<file path="config.mk">
export PLATFORM = sky130hd
export DESIGN_NAME = dle_stuffed_frame_builder
export DESIGN_NICKNAME = d
export VERILOG_FILES = /design/src/hdl/dsfb_pkg.sv /design/src/hdl/dsfb_front.sv /design/src/hdl/dsfb_queue.sv /design/src/hdl/dsfb_back.sv /design/src/hdl/dle_stuffed_frame_builder.sv
export SDC_FILE = /design/constraint.sdc
export NUM_CORES = 1
export LEC_CHECK = 0
export ABC_AREA = 1
export BUFFER_PORTS_ARGS = -buffer_cell sky130_fd_sc_hd__buf_2
export CAP_MARGIN = 20
export CORE_MARGIN = 5
export CORE_UTILIZATION = 50
export CTS_BUF_LIST = sky130_fd_sc_hd__clkbuf_4
export CTS_CLUSTER_DIAMETER = 60
export DETAILED_ROUTE_END_ITERATION = 7
export GPL_TIMING_DRIVEN = 0
export HOLD_SLACK_MARGIN = 0.02
export PLACE_DENSITY = 0.77
export SYNTH_ARGS = -nofsm -noshare
export SYNTH_HDL_FRONTEND = slang
export SYNTH_SLANG_ARGS = --single-unit
</file>
<file path="constraint.sdc">
create_clock -name clk -period 3.45 [get_ports clk]
set_input_delay 0.345 -clock clk [delete_from_list [all_inputs] [get_ports clk]]
set_output_delay 0.345 -clock clk [all_outputs]
set_load 0.05 [all_outputs]
</file>
<file path="src/hdl/dsfb_pkg.sv">
`default_nettype none
// ----------------------------------------------------------------------------
// dsfb_pkg
// Shared types and constants of the DLE stuffed frame builder.
// ----------------------------------------------------------------------------

package dsfb_pkg;

	// Framing bytes.
	localparam logic [7:0] DLE_CHAR = 8'h10;
	localparam logic [7:0] STX_CHAR = 8'h02;
	localparam logic [7:0] ETX_CHAR = 8'h03;

	// Frame length field is the payload length plus the two length bytes.
	localparam logic [15:0] LEN_OFFSET = 16'd2;

	// Job queue between the front and back parts.
	localparam int unsigned QUEUE_DEPTH = 4;
	localparam int unsigned QUEUE_AW    = $clog2(QUEUE_DEPTH);
	localparam int unsigned QUEUE_CW    = $clog2(QUEUE_DEPTH + 1);

	// One classified payload word, as handed from the front to the back part.
	typedef struct packed {
		logic [7:0]  data;
		logic        first;
		logic        last;
		logic [15:0] frame_len;
		logic [15:0] checksum;
	} job_t;

endpackage

`default_nettype wire

</file>
<file path="src/hdl/dsfb_front.sv">
`default_nettype none
// ----------------------------------------------------------------------------
// dsfb_front
// Accepts payload words, keeps the running checksum and builds frame jobs.
// ----------------------------------------------------------------------------

module dsfb_front (
	input  wire logic         clk,
	input  wire logic         arst_n,
	input  wire logic         accept,
	input  wire logic [7:0]   data_byte,
	input  wire logic         first_byte,
	input  wire logic         last_byte,
	input  wire logic [15:0]  message_length,
	output dsfb_pkg::job_t    job
);

	logic [15:0] sum_q;
	logic [15:0] sum_next;

	// A first word restarts the sum.
	assign sum_next = (first_byte ? 16'd0 : sum_q) + {8'd0, data_byte};

	always_comb begin
		job.data      = data_byte;
		job.first     = first_byte;
		job.last      = last_byte;
		job.frame_len = message_length + dsfb_pkg::LEN_OFFSET;
		job.checksum  = sum_next;
	end

	always_ff @(posedge clk or negedge arst_n) begin
		if (!arst_n) begin
			sum_q <= '0;
		end else if (accept) begin
			sum_q <= last_byte ? 16'd0 : sum_next;
		end
	end

endmodule

`default_nettype wire

</file>
<file path="src/hdl/dsfb_queue.sv">
`default_nettype none
// ----------------------------------------------------------------------------
// dsfb_queue
// Short first-in first-out queue of frame jobs between front and back.
// ----------------------------------------------------------------------------

module dsfb_queue (
	input  wire logic         clk,
	input  wire logic         arst_n,
	input  wire logic         wr_en,
	input  wire dsfb_pkg::job_t wr_job,
	output logic              full,
	input  wire logic         rd_en,
	output dsfb_pkg::job_t    rd_job,
	output logic              rd_valid
);

	dsfb_pkg::job_t                   slot_q [dsfb_pkg::QUEUE_DEPTH];
	logic [dsfb_pkg::QUEUE_AW-1:0]    wr_ptr_q;
	logic [dsfb_pkg::QUEUE_AW-1:0]    rd_ptr_q;
	logic [dsfb_pkg::QUEUE_CW-1:0]    count_q;
	logic                             do_wr;
	logic                             do_rd;

	assign full     = (count_q == dsfb_pkg::QUEUE_CW'(dsfb_pkg::QUEUE_DEPTH));
	assign rd_valid = (count_q != '0);
	assign rd_job   = slot_q[rd_ptr_q];
	assign do_wr    = wr_en && !full;
	assign do_rd    = rd_en && rd_valid;

	always_ff @(posedge clk) begin
		if (do_wr) begin
			slot_q[wr_ptr_q] <= wr_job;
		end
	end

	always_ff @(posedge clk or negedge arst_n) begin
		if (!arst_n) begin
			wr_ptr_q <= '0;
			rd_ptr_q <= '0;
			count_q  <= '0;
		end else begin
			if (do_wr) begin
				wr_ptr_q <= wr_ptr_q + 1'b1;
			end
			if (do_rd) begin
				rd_ptr_q <= rd_ptr_q + 1'b1;
			end
			if (do_wr && !do_rd) begin
				count_q <= count_q + 1'b1;
			end else if (do_rd && !do_wr) begin
				count_q <= count_q - 1'b1;
			end
		end
	end

endmodule

`default_nettype wire

</file>
<file path="src/hdl/dsfb_back.sv">
`default_nettype none
// ----------------------------------------------------------------------------
// dsfb_back
// Walks each frame job through its output bytes, doubling DLE bytes in stuffed fields.
// ----------------------------------------------------------------------------

module dsfb_back (
	input  wire logic         clk,
	input  wire logic         arst_n,
	input  wire dsfb_pkg::job_t job,
	input  wire logic         job_valid,
	output logic              job_done,
	output logic [7:0]        out_byte,
	output logic              frame_end,
	output logic              empty,
	input  wire logic         pop
);

	typedef enum logic [3:0] {
		ST_START,
		ST_DLE_OPEN,
		ST_STX,
		ST_LEN_HI,
		ST_LEN_LO,
		ST_DATA,
		ST_SUM_HI,
		ST_SUM_LO,
		ST_DLE_CLOSE,
		ST_ETX
	} step_t;

	step_t       step_q;
	step_t       cur_step;
	step_t       next_step;
	logic        dup_q;
	logic        out_valid_q;
	logic [7:0]  out_byte_q;
	logic        frame_end_q;
	logic [7:0]  cur_byte;
	logic        cur_stuff;
	logic        cur_end;
	logic        advance;
	logic        repeat_byte;
	logic        job_last_step;

	// The output register frees up when it is empty or being popped.
	assign advance = job_valid && (!out_valid_q || pop);

	always_comb begin
		if (step_q == ST_START) begin
			cur_step = job.first ? ST_DLE_OPEN : ST_DATA;
		end else begin
			cur_step = step_q;
		end

		cur_byte      = dsfb_pkg::DLE_CHAR;
		cur_stuff     = 1'b0;
		cur_end       = 1'b0;
		next_step     = ST_START;
		job_last_step = 1'b0;

		case (cur_step)
			ST_DLE_OPEN: begin
				cur_byte  = dsfb_pkg::DLE_CHAR;
				next_step = ST_STX;
			end
			ST_STX: begin
				cur_byte  = dsfb_pkg::STX_CHAR;
				next_step = ST_LEN_HI;
			end
			ST_LEN_HI: begin
				cur_byte  = job.frame_len[15:8];
				cur_stuff = 1'b1;
				next_step = ST_LEN_LO;
			end
			ST_LEN_LO: begin
				cur_byte  = job.frame_len[7:0];
				cur_stuff = 1'b1;
				next_step = ST_DATA;
			end
			ST_DATA: begin
				cur_byte  = job.data;
				cur_stuff = 1'b1;
				if (job.last) begin
					next_step = ST_SUM_HI;
				end else begin
					next_step     = ST_START;
					job_last_step = 1'b1;
				end
			end
			ST_SUM_HI: begin
				cur_byte  = job.checksum[15:8];
				cur_stuff = 1'b1;
				next_step = ST_SUM_LO;
			end
			ST_SUM_LO: begin
				cur_byte  = job.checksum[7:0];
				cur_stuff = 1'b1;
				next_step = ST_DLE_CLOSE;
			end
			ST_DLE_CLOSE: begin
				cur_byte  = dsfb_pkg::DLE_CHAR;
				next_step = ST_ETX;
			end
			ST_ETX: begin
				cur_byte      = dsfb_pkg::ETX_CHAR;
				cur_end       = 1'b1;
				next_step     = ST_START;
				job_last_step = 1'b1;
			end
			default: begin
				cur_byte  = dsfb_pkg::DLE_CHAR;
				next_step = ST_START;
			end
		endcase
	end

	// A DLE in stuffed fields goes out once more before the step moves on.
	assign repeat_byte = cur_stuff && (cur_byte == dsfb_pkg::DLE_CHAR) && !dup_q;
	assign job_done    = advance && job_last_step && !repeat_byte;

	always_ff @(posedge clk or negedge arst_n) begin
		if (!arst_n) begin
			step_q      <= ST_START;
			dup_q       <= 1'b0;
			out_valid_q <= 1'b0;
			frame_end_q <= 1'b0;
			out_byte_q  <= '0;
		end else begin
			if (advance) begin
				out_valid_q <= 1'b1;
				out_byte_q  <= cur_byte;
				frame_end_q <= cur_end;
				if (repeat_byte) begin
					dup_q  <= 1'b1;
					step_q <= cur_step;
				end else begin
					dup_q  <= 1'b0;
					step_q <= next_step;
				end
			end else if (pop) begin
				out_valid_q <= 1'b0;
			end
		end
	end

	assign out_byte  = out_byte_q;
	assign frame_end = frame_end_q;
	assign empty     = !out_valid_q;

	// The closing flag only ever marks an ETX byte.
	a_end_is_etx: assert property (@(posedge clk) disable iff (!arst_n)
		(out_valid_q && frame_end_q) |-> (out_byte_q == dsfb_pkg::ETX_CHAR))
		else $error("frame_end set on a byte other than ETX");

	// While a doubled DLE is pending, the first copy sits in the output register.
	a_dup_holds_dle: assert property (@(posedge clk) disable iff (!arst_n)
		dup_q |-> (out_valid_q && out_byte_q == dsfb_pkg::DLE_CHAR))
		else $error("stuffing pending without a DLE in the output register");

	// A job is only retired with a job present and the output register free.
	a_done_needs_slot: assert property (@(posedge clk) disable iff (!arst_n)
		job_done |-> (job_valid && (!out_valid_q || pop)))
		else $error("job retired without a free output slot");

endmodule

`default_nettype wire

</file>
<file path="src/hdl/dle_stuffed_frame_builder.sv">
`default_nettype none
// ----------------------------------------------------------------------------
// dle_stuffed_frame_builder
// Builds DLE/STX ... DLE/ETX link frames with byte stuffing from payload words.
// ----------------------------------------------------------------------------
// Words are registered in the job queue, their bytes then in the output register.
// Throughput: one output word per cycle while pop frees the output register;
// a payload word gives one or two output words normally, up to fourteen.
// The output byte sequencer sets the rate; a four-entry job queue buffers bursts.
// Reset: arst_n clears the checksum, the queue and the output register at once.
// ----------------------------------------------------------------------------

module dle_stuffed_frame_builder (
	input  wire logic         clk,
	input  wire logic         arst_n,
	input  wire logic         push,
	output logic              full,
	input  wire logic [7:0]   data_byte,
	input  wire logic         first_byte,
	input  wire logic         last_byte,
	input  wire logic [15:0]  message_length,
	output logic              empty,
	input  wire logic         pop,
	output logic [7:0]        out_byte,
	output logic              frame_end
);

	// The front part classifies each accepted word into a job that carries
	// everything the back part needs: the data, the frame markers, the frame
	// length field and the checksum including this word.
	dsfb_pkg::job_t front_job;
	dsfb_pkg::job_t head_job;
	logic           accept;
	logic           head_valid;
	logic           head_done;

	assign accept = push && !full;

	dsfb_front u_front (
		.clk            (clk),
		.arst_n         (arst_n),
		.accept         (accept),
		.data_byte      (data_byte),
		.first_byte     (first_byte),
		.last_byte      (last_byte),
		.message_length (message_length),
		.job            (front_job)
	);

	// The queue lets the input side keep going while the back part is busy
	// sending the header or trailer of a frame, and vice versa.
	dsfb_queue u_queue (
		.clk      (clk),
		.arst_n   (arst_n),
		.wr_en    (push),
		.wr_job   (front_job),
		.full     (full),
		.rd_en    (head_done),
		.rd_job   (head_job),
		.rd_valid (head_valid)
	);

	// The back part steps through the bytes of the job at the queue head and
	// retires it once its final byte has been loaded into the output register.
	dsfb_back u_back (
		.clk       (clk),
		.arst_n    (arst_n),
		.job       (head_job),
		.job_valid (head_valid),
		.job_done  (head_done),
		.out_byte  (out_byte),
		.frame_end (frame_end),
		.empty     (empty),
		.pop       (pop)
	);

endmodule

`default_nettype wire

</file>
# == Yosys cells after proc, flatten, opt, wreduce, memory -nomap -nowiden ==
# Memory sizes are Yosys's and may differ from the RTL's.
# Index checks and enable logic that the tools add are counted.
# W data, S select, Z words.
# word_totals
register_bits,38
ramBits,168
input_bits,30
memories,1
# op_classes
n_addsub,6
eq_ne,11
mux,19
n_reduce_logical,21
# mem_list
name,words,width,rd,rd_ports_with_merged_regs,wr,line_no,rtl
u_queue.slot_q,4,42,1,0,1,dsfb_queue.sv:18,dsfb_pkg::job_t slot_q [dsfb_pkg::QUEUE_DEPTH];
# op_table
op,n
$pmux W8 S7,1
$mux W16,2
$pmux W4 S8,1
$add A16 B2 Y16 const B,1
$add A16 B8 Y16,1
$eq A4 B3 Y1 const B,4
$mux W3,4
$logic_and A1 B1 Y1,9
$eq A4 B2 Y1 const B,2
$eq A4 B4 Y1 const B,2
$eq A8 B5 Y1 const B,1
$mux W1,8
$mux W4,2
$logic_not A1 Y1,6
$reduce_or A5 Y1,1
$add A2 B1 Y2 const B,2
$eq A4 B1 Y1 const B,1
$logic_not A4 Y1,1
$reduce_bool A2 Y1,2
$add A3 B1 Y3 const B,1
$eq A3 B3 Y1 const B,1
$reduce_bool A3 Y1,1
$sub A3 B1 Y3 const B,1
$pmux W1 S2,1
$logic_or A1 B1 Y1,1

# == Logic depth before layout (Yosys ltp) ==
# Gate-level depths: netlist of run 1.
# An unclocked memory read counts as a cell.
# depth
ltp_word,14
ltp_mapped,22

# == Modules after synthesis ==
# Synthesis of run 1 repeated with hierarchy kept, for this count alone.
# hier_totals
cells_unflattened,1005
area_unflattened_um2,10342.4
# by_module_without_submodules
mod,instances,cells_per_inst,area_per_inst_um2
dsfb_queue,1,550,7277.0
dsfb_front,1,276,1831.8
dsfb_back,1,177,1223.7
dle_stuffed_frame_builder,1,2,10.0

# == Worst setup path after synthesis of run 1 ==
# Ideal clock, no wire load.
# synth_timing
kind,reg2reg
startpoint,register u_queue.count_q[0] (netlist bit)
endpoint,register u_queue.count_q[1] (netlist bit)
t_arrival_ns,3.068
t_required_ns,3.325
slack_ns,0.257
stages_incl_launch_ff,9
period_less_slack_ns,3.193
cell_sequence,dfrtp_1 > nor3_1 > nor2_1 > clkbuf_1 > clkbuf_1 > ha_1 > inv_1 > fa_1 > mux2_2
# synth_between
word_cells_on_any_way,17
# synth_rtl
item,line_no,rtl
start: declaration,dsfb_queue.sv:21,logic [dsfb_pkg::QUEUE_CW-1:0] count_q;
start signal: assignment,dsfb_queue.sv:50,count_q <= count_q + 1'b1;
start signal: assignment,dsfb_queue.sv:52,count_q <= count_q - 1'b1;
$eq A3 B3 Y1 *,dsfb_queue.sv:25,assign full = (count_q == dsfb_pkg::QUEUE_CW'(dsfb_pkg::QUEUE_DEPTH));
via full,dle_stuffed_frame_builder.sv:17,"output logic full,"
$logic_not A1 Y1 *,n/a,
$logic_and A1 B1 Y1 *,n/a,
via accept,dle_stuffed_frame_builder.sv:33,logic accept;
$logic_not A1 Y1,dsfb_queue.sv:51,end else if (do_rd && !do_wr) begin
$logic_and A1 B1 Y1,dsfb_queue.sv:51,
$reduce_bool A2 Y1 (no line),n/a,
# The timed path passes the listed nets; every way through them passes the cells marked *. The select of a mux whose other input is x is not followed.
# A chain may end at the register's enable or synchronous reset.

# == Worst setup path in the final report of run 1 ==
# layout_timing
startpoint,register u_queue.rd_ptr_q[1] (netlist bit)
endpoint,register u_queue.count_q[2] (netlist bit)
# layout_between
elab_chain_cells,14
word_cells_on_any_way,27
# layout_lines
item,line_no,rtl
start: declaration,dsfb_queue.sv:20,logic [dsfb_pkg::QUEUE_AW-1:0] rd_ptr_q;
start signal: assignment,dsfb_queue.sv:47,rd_ptr_q <= rd_ptr_q + 1'b1;
$mem_v2 Z4 W42 *,n/a,
$mux W3,dsfb_back.sv:51,cur_step = job.first ? ST_DLE_OPEN : ST_DATA;
$mux W4,dsfb_back.sv:50,if (step_q == ST_START) begin
$eq A4 B4 Y1 (tied with other cells),dsfb_back.sv:62,case (cur_step)
$pmux W8 S7 / $reduce_or A5 Y1 (equally long branches),n/a,
$eq A8 B5 Y1 / $mux W1 (equally long branches),"dsfb_back.sv:119, dsfb_back.sv:62",
$logic_and A1 B1 Y1 (2 in series),dsfb_back.sv:119,assign repeat_byte = cur_stuff && (cur_byte == dsfb_pkg::DLE_CHAR) && !dup_q;
$logic_not A1 Y1,dsfb_back.sv:120,assign job_done = advance && job_last_step && !repeat_byte;
$logic_and A1 B1 Y1 *,dsfb_back.sv:120,
$logic_and A1 B1 Y1 *,dsfb_queue.sv:29,assign do_rd = rd_en && rd_valid;
$logic_not A1 Y1,dsfb_queue.sv:49,if (do_wr && !do_rd) begin
$logic_and A1 B1 Y1,dsfb_queue.sv:49,
$mux W3 / $reduce_bool A2 Y1 (equally long branches),n/a,
# Mark *: on every way between the ends. The rest lies on a longest branch, timed or not.

==> results of run 1 <==
metrics by stage:
step | area, um2 | hold WS (ps) | setup slack (ps) | utilization [%]
floorplan | 9320 | 49.4 | 257 | -
global placement | 9810 | 459 | -919 | 53.0
detailed placement | 9930 | 463 | 177 | 53.6
CTS | 10700 | 20.4 | 173 | 57.7
global route | 10700 | 23.8 | -94.8 | 58.0
finish | 10700 | 68.8 | 172 | 58.0
repair_timing:
item,CTS,global route
setup buffers,0,2
setup endpoints to repair,0,2
hold buffers,13,0
gates resized for setup,0,12
endpoints found under the hold margin,83,0
cell usage after synthesis, types with 2 or more instances:
| master | count |
|---|---|
| o21ai_0 | 76 |
| xnor2_1 | 6 |
| buf_6 | 7 |
| xor2_1 | 23 |
| o21ai_1 | 29 |
| o22ai_1 | 21 |
| edfxtp_1 | 168 |
| a21oi_1 | 19 |
| nand3_1 | 37 |
| nand2_2 | 4 |
| nor3_1 | 6 |
| nand2_1 | 141 |
| clkbuf_1 | 9 |
| ha_1 | 14 |
| fa_1 | 2 |
| nand4_1 | 16 |
| inv_2 | 5 |
| buf_4 | 5 |
| dfrtp_1 | 38 |
| nor2_1 | 163 |
| inv_1 | 68 |
| buf_2 | 14 |
registers in the layout, indices dropped and copies added, names as in the netlist:
signal and flops:
u_back.out_byte 8, u_back.dup_q 1, u_queue.wr_ptr_q 2, u_back.step_q 4, u_queue.slot_q 168, u_back.out_valid_q 1, u_queue.rd_ptr_q 2, u_back.frame_end 1
u_front.sum_q 16, u_queue.count_q 3
per-layer routing:
metal / track usage [%] / vias to the layer above / share of wire [%]
met1: 27.1 / 3194 / 39
met4: 8.75 / 0 / 3.2
met3: 4.38 / 60 / 9.5
met2: 34.2 / 376 / 48
li1: - / 3289 / -
met5: 0 / - / 0
logic make-up after synthesis:
logic type	count (synthesis)	synth area share, %
AOI/OAI and AO/OA	151	8.67
xor gates and xnor gates	29	2.73
adders and majority gates	16	2.31
buffers and inverters	109	5.34
DFF	206	64.3
muxes	1	0.121
and+or+nand+nor	374	16.5
layout make-up:
cell class | count | area (um2) | share of cell area (%)
multi-input cells | 571 | 2880 | 26.9
well taps | 234 | 293 | 2.73
flip-flops and latches | 206 | 6000 | 55.8
clock buffers | 70 | 526 | 4.89
diodes | 1 | 2.50 | 0.0233
repair buffers | 59 | 433 | 4.03
plain buffers | 35 | 225 | 2.10
inverters | 74 | 278 | 2.59
clock inverters | 25 | 101 | 0.944
how the worst min path moves through the flow:
stage | end | slack [ps] | depth (start not counted)
global placement | u_back.out_byte[3]$_DFFE_PN0P_ | 460 | 2
floorplan | u_back.dup_q$_DFFE_PN0P_ | 50 | 0
global route | u_queue.slot_q[2][33]$_DFFE_PP_ | 20 | 1
finish | u_queue.slot_q[0][19]$_DFFE_PP_ | 70 | 2
CTS | u_queue.slot_q[2][33]$_DFFE_PP_ | 20 | 1
detailed placement | u_back.out_byte[0]$_DFFE_PN0P_ | 460 | 2
report_power, final:
part	leakage (nW)	internal (W)	switching, W	total [W]
sequential	2.04	0.00334	0.000176	0.00352
clock	0.381	0.000951	0.000964	0.00191
combinational	1.99	0.00101	0.00232	0.00333
==> impl_metrics.toml, run 1 <==
[outcome]
status = "completed"

[layout]
final_cells = 1275
final_common_cell = "edfxtp_1"
nets = 1045
nFillCells = 1525
final_cell_mix = "edfxtp_1 (168), nor2_1 (158), nand2_1 (141)"
layout-drive-gt1-share_pct = 16.9
area_growth_syn_to_layout_pct = 15.2

[drt]
wirelength_um = 22400
ant_nets = 0
drc = 0
num_vias = 6919
routed_via_density = 5.43
drt_iter0_drc = 536
wl_per_cell_um = 17.5
dr.pass1.iters = 7

[power]
p_leak_nw = 4.41
ir_drop_v = 0.000316
power_density_nw_per_um2 = 817
finalPower_w = 0.00877

[critical_path]
crit_family = "simple AND/OR/NAND/NOR gates"
critPathMaxStageDelay_ps = 390
slowest_stage = "dfrtp_1"
cp-startpoint = "u_queue.rd_ptr_q[1]$_DFFE_PN0P_"
crit_end = "u_queue.count_q[2]$_DFFE_PN0P_"
path_max_fanout = 10
worstSetupPathType = "flip-flop to flip-flop"
reg2reg_slack_ps = 170
critPathCaptureType = "flip-flop"
r2r_cells = 17
r2r_start = "u_queue.rd_ptr_q[1]$_DFFE_PN0P_"
crit_buf_inv = 4
cp.arrival_ps = 3790
start_kind = "flip-flop"
critPathRequiredTime_ps = 3960
crit_chain = "buf_6, buf_4, buf_4, o21ai_0, o21ai_2, nand4_1, nand4_1, nand2_1, nor2_4, nand2_4, nand2_4, ha_1, inv_1, fa_1, a21oi_1, o21ai_0, xor2_1"
r2r-end = "u_queue.count_q[2]$_DFFE_PN0P_"
crit_cells = 17

[die]
start_util_pct = 50.3
die_x_um = 147
fp.dieH_um = 147
placementRows = 50
io-pin-count = 41
core_um2 = 18500
die_area_um2 = 21500

[synthesis]
synthesis.nets = 932
ys.flop_type = "edfxtp_1"
ys_seq_area_share_pct = 64.3
synth_top_area_share_pct = 54.1
syn_avg_cell_area_um2 = 10.5
async_reset_ff_share_pct = 18.4
synth_edf_count = 168
synth_area_um2 = 9320
yosysTopAreaCell = "edfxtp_1"
netlist_instances = 886
ys_ff_latch = 206
yosysWarnings = 0
ys_top_cells_by_area = "edfxtp_1 (54%), dfrtp_1 (10%), nor2_1 (6.6%)"
ys_types = 37

[place]
port_buffers = 40
placedCellCount = 1164
place_hpwl_um = 15000
gp_congestion = 0.922

[sta]
min_period_ps = 3280
final.period_utilization_pct = 95.0
tightest_slew_ps = 962
slew_headroom_pct = 35.9
fmax_ghz = 0.305
setup_tns_ps = 0
setup_viol = 0
slew_viol_final = 0
hold_viol = 0
skew_ps = 30.5

[cts]
numCtsBuffers = 52
htree_levels = 2
tritoncts = "done"
cts_buffer_depth = 3
cts_sinks = 206
clock_latency_ps = 660
clk_pin_slew_worst_paths_ps = 60
cts_root_buffer = "clkbuf_4"

[global_routing]
globalRouteTotalUtil_pct = 20.8
grt_antenna_before_repair = 1
grt_pass1_vias = 6651
grt_first_pass_wirelength_um = 34700
grt_max_degree = 39
grt_remaining_overflow = 0

[worst_hold_path]
hold_class = "input pin to flip-flop"
min_from = "message_length[3]"

[run]
drv_cap = 0
(Power assumes the default switching activity.)
==> run 2, diff against run 1 <==
Clock period 3.45 ns to 3.85 ns, I/O delays scaled along.
==> run 2 against run 1 <==
Final cell count fell by 0.16%. Global-route usage did not move. Setup slack improved by 330 ps. Combinational power fell by 12%. Clock skew fell by 5.0 ps.
==> impl_metrics.toml, run 2 (same netlist as run 1, synthesis figures left out) <==
[global_routing]
grt_antenna_before_repair = 1
grt_pass1_vias = 6651
grt_remaining_overflow = 0
grt_max_degree = 39
globalRouteTotalUtil_pct = 20.8
grt_first_pass_wirelength_um = 34700

[drt]
ant_nets = 0
wirelength_um = 22200
dr.pass1.iters = 5
routed_via_density = 5.38
drc = 0
drt_iter0_drc = 588
wl_per_cell_um = 17.4
num_vias = 6854

[critical_path]
critPathCaptureType = "flip-flop"
r2r_cells = 18
worstSetupPathType = "flip-flop to flip-flop"
cp-startpoint = "u_queue.rd_ptr_q[1]$_DFFE_PN0P_"
crit_end = "u_queue.count_q[2]$_DFFE_PN0P_"
critPathRequiredTime_ps = 4370
cp.arrival_ps = 3870
start_kind = "flip-flop"
reg2reg_slack_ps = 500
r2r_start = "u_queue.rd_ptr_q[1]$_DFFE_PN0P_"
path_max_fanout = 10
r2r-end = "u_queue.count_q[2]$_DFFE_PN0P_"

[sta]
fmax_ghz = 0.299
setup_viol = 0
tightest_slew_ps = 955
skew_ps = 25.5
min_period_ps = 3350
slew_headroom_pct = 36.2
layout_setup_ws_ps = 502
hold_viol = 0
slew_viol_final = 0
rsz0062_at_grt = "false"
final.period_utilization_pct = 87.0

[die]
core_um2 = 18500
die_x_um = 147
io-pin-count = 41
die_area_um2 = 21500
start_util_pct = 50.3
placementRows = 50
fp.dieH_um = 147

[layout]
final_cell_mix = "edfxtp_1 (168), nor2_1 (159), nand2_1 (141)"
ff_latch_area_um2 = 6000
layout-drive-gt1-share_pct = 16.2
multi_input_comb_area_um2 = 2860
final_cell_area_um2 = 10700
largest_reg_flops = 168
area_growth_syn_to_layout_pct = 14.7
final_common_cell = "edfxtp_1"
top_register = "u_queue.slot_q"
nFillCells = 1531
nets = 1043
final_cells = 1273
final_core_util_pct = 57.7

[cts]
htree_levels = 2
cts_buffer_depth = 3
cts_sinks = 206
numCtsBuffers = 52
cts_root_buffer = "clkbuf_4"
tritoncts = "done"
clock_latency_ps = 660
post_cts_resized = 0
clk_pin_slew_worst_paths_ps = 60

[worst_hold_path]
min_from = "message_length[3]"
hold_class = "input pin to flip-flop"

[place]
placedCellCount = 1164
port_buffers = 40
dpl_cell_area_um2 = 9930
place_hpwl_um = 15000
gp_congestion = 0.922
post-place-ws_ps = 577

[run]
drv_cap = 0

[outcome]
status = "completed"

[power]
ir_drop_v = 0.000284
p_leak_nw = 4.38
finalPower_w = 0.00779
power_density_nw_per_um2 = 729
## run 2: power by group
group | switching, W | internal, W
clock | 0.000859 | 0.000852
sequential | 0.000155 | 0.00300
combinational | 0.00205 | 0.000881
## run 2: through the flow
step | setup TNS (ps) | hold WS (ps)
finish | 0 | 114
global route | 0 | 63.7
CTS | 0 | 60.4
detailed placement | 0 | 463
global placement | -83160 | 459
floorplan | 0 | 89.4
## run 2: repair_timing
action	CTS	global route
buffers inserted	0	0
endpoints found under the hold margin	83	0
hold buffers	13	0
## run 2: layout make-up
cell class,count,area share (%)
sequential,206,56.1
buffer,35,2.06
multi-input combinational,571,26.7
inverter,74,2.60
tap,234,2.74
timing repair buffer,57,3.91
clock inverter,25,0.948
antenna,1,0.0234
clock buffer,70,4.92
## run 2: worst min-delay path by stage
stage                                            endpoint  slack [ps]  cells after the start
after global routing      u_queue.slot_q[2][33]$_DFFE_PP_          60                      1
after floorplan                  u_back.dup_q$_DFFE_PN0P_          90                      0
final                     u_queue.slot_q[0][19]$_DFFE_PP_         110                      2
after global placement     u_back.out_byte[3]$_DFFE_PN0P_         460                      2
after detailed placement   u_back.out_byte[0]$_DFFE_PN0P_         460                      2
after CTS                 u_queue.slot_q[2][33]$_DFFE_PP_          60                      1
## run 2: critical path, cell delays in order (launching register included)
cell      delay (ps)
dfrtp_1          400
inv_2             70
clkbuf_1         510
nor2_1           100
o21ai_0           90
a21oi_1           80
nor2_1           230
nand3_1          160
nor2_1           120
nand2_1           90
nor2_4           140
nand2_4          110
nand2_2          130
ha_1             160
inv_1             60
fa_1             370
a21oi_1          140
o21ai_0          110
xor2_1           150
## run 2: layer usage
layer,track usage (%),routed length [um],vias to the layer above
li1,-,-,3283
met1,27.1,8930,3166
met2,34.2,10600,343
met3,4.38,1890,62
met4,8.75,757,0
met5,0,0,-
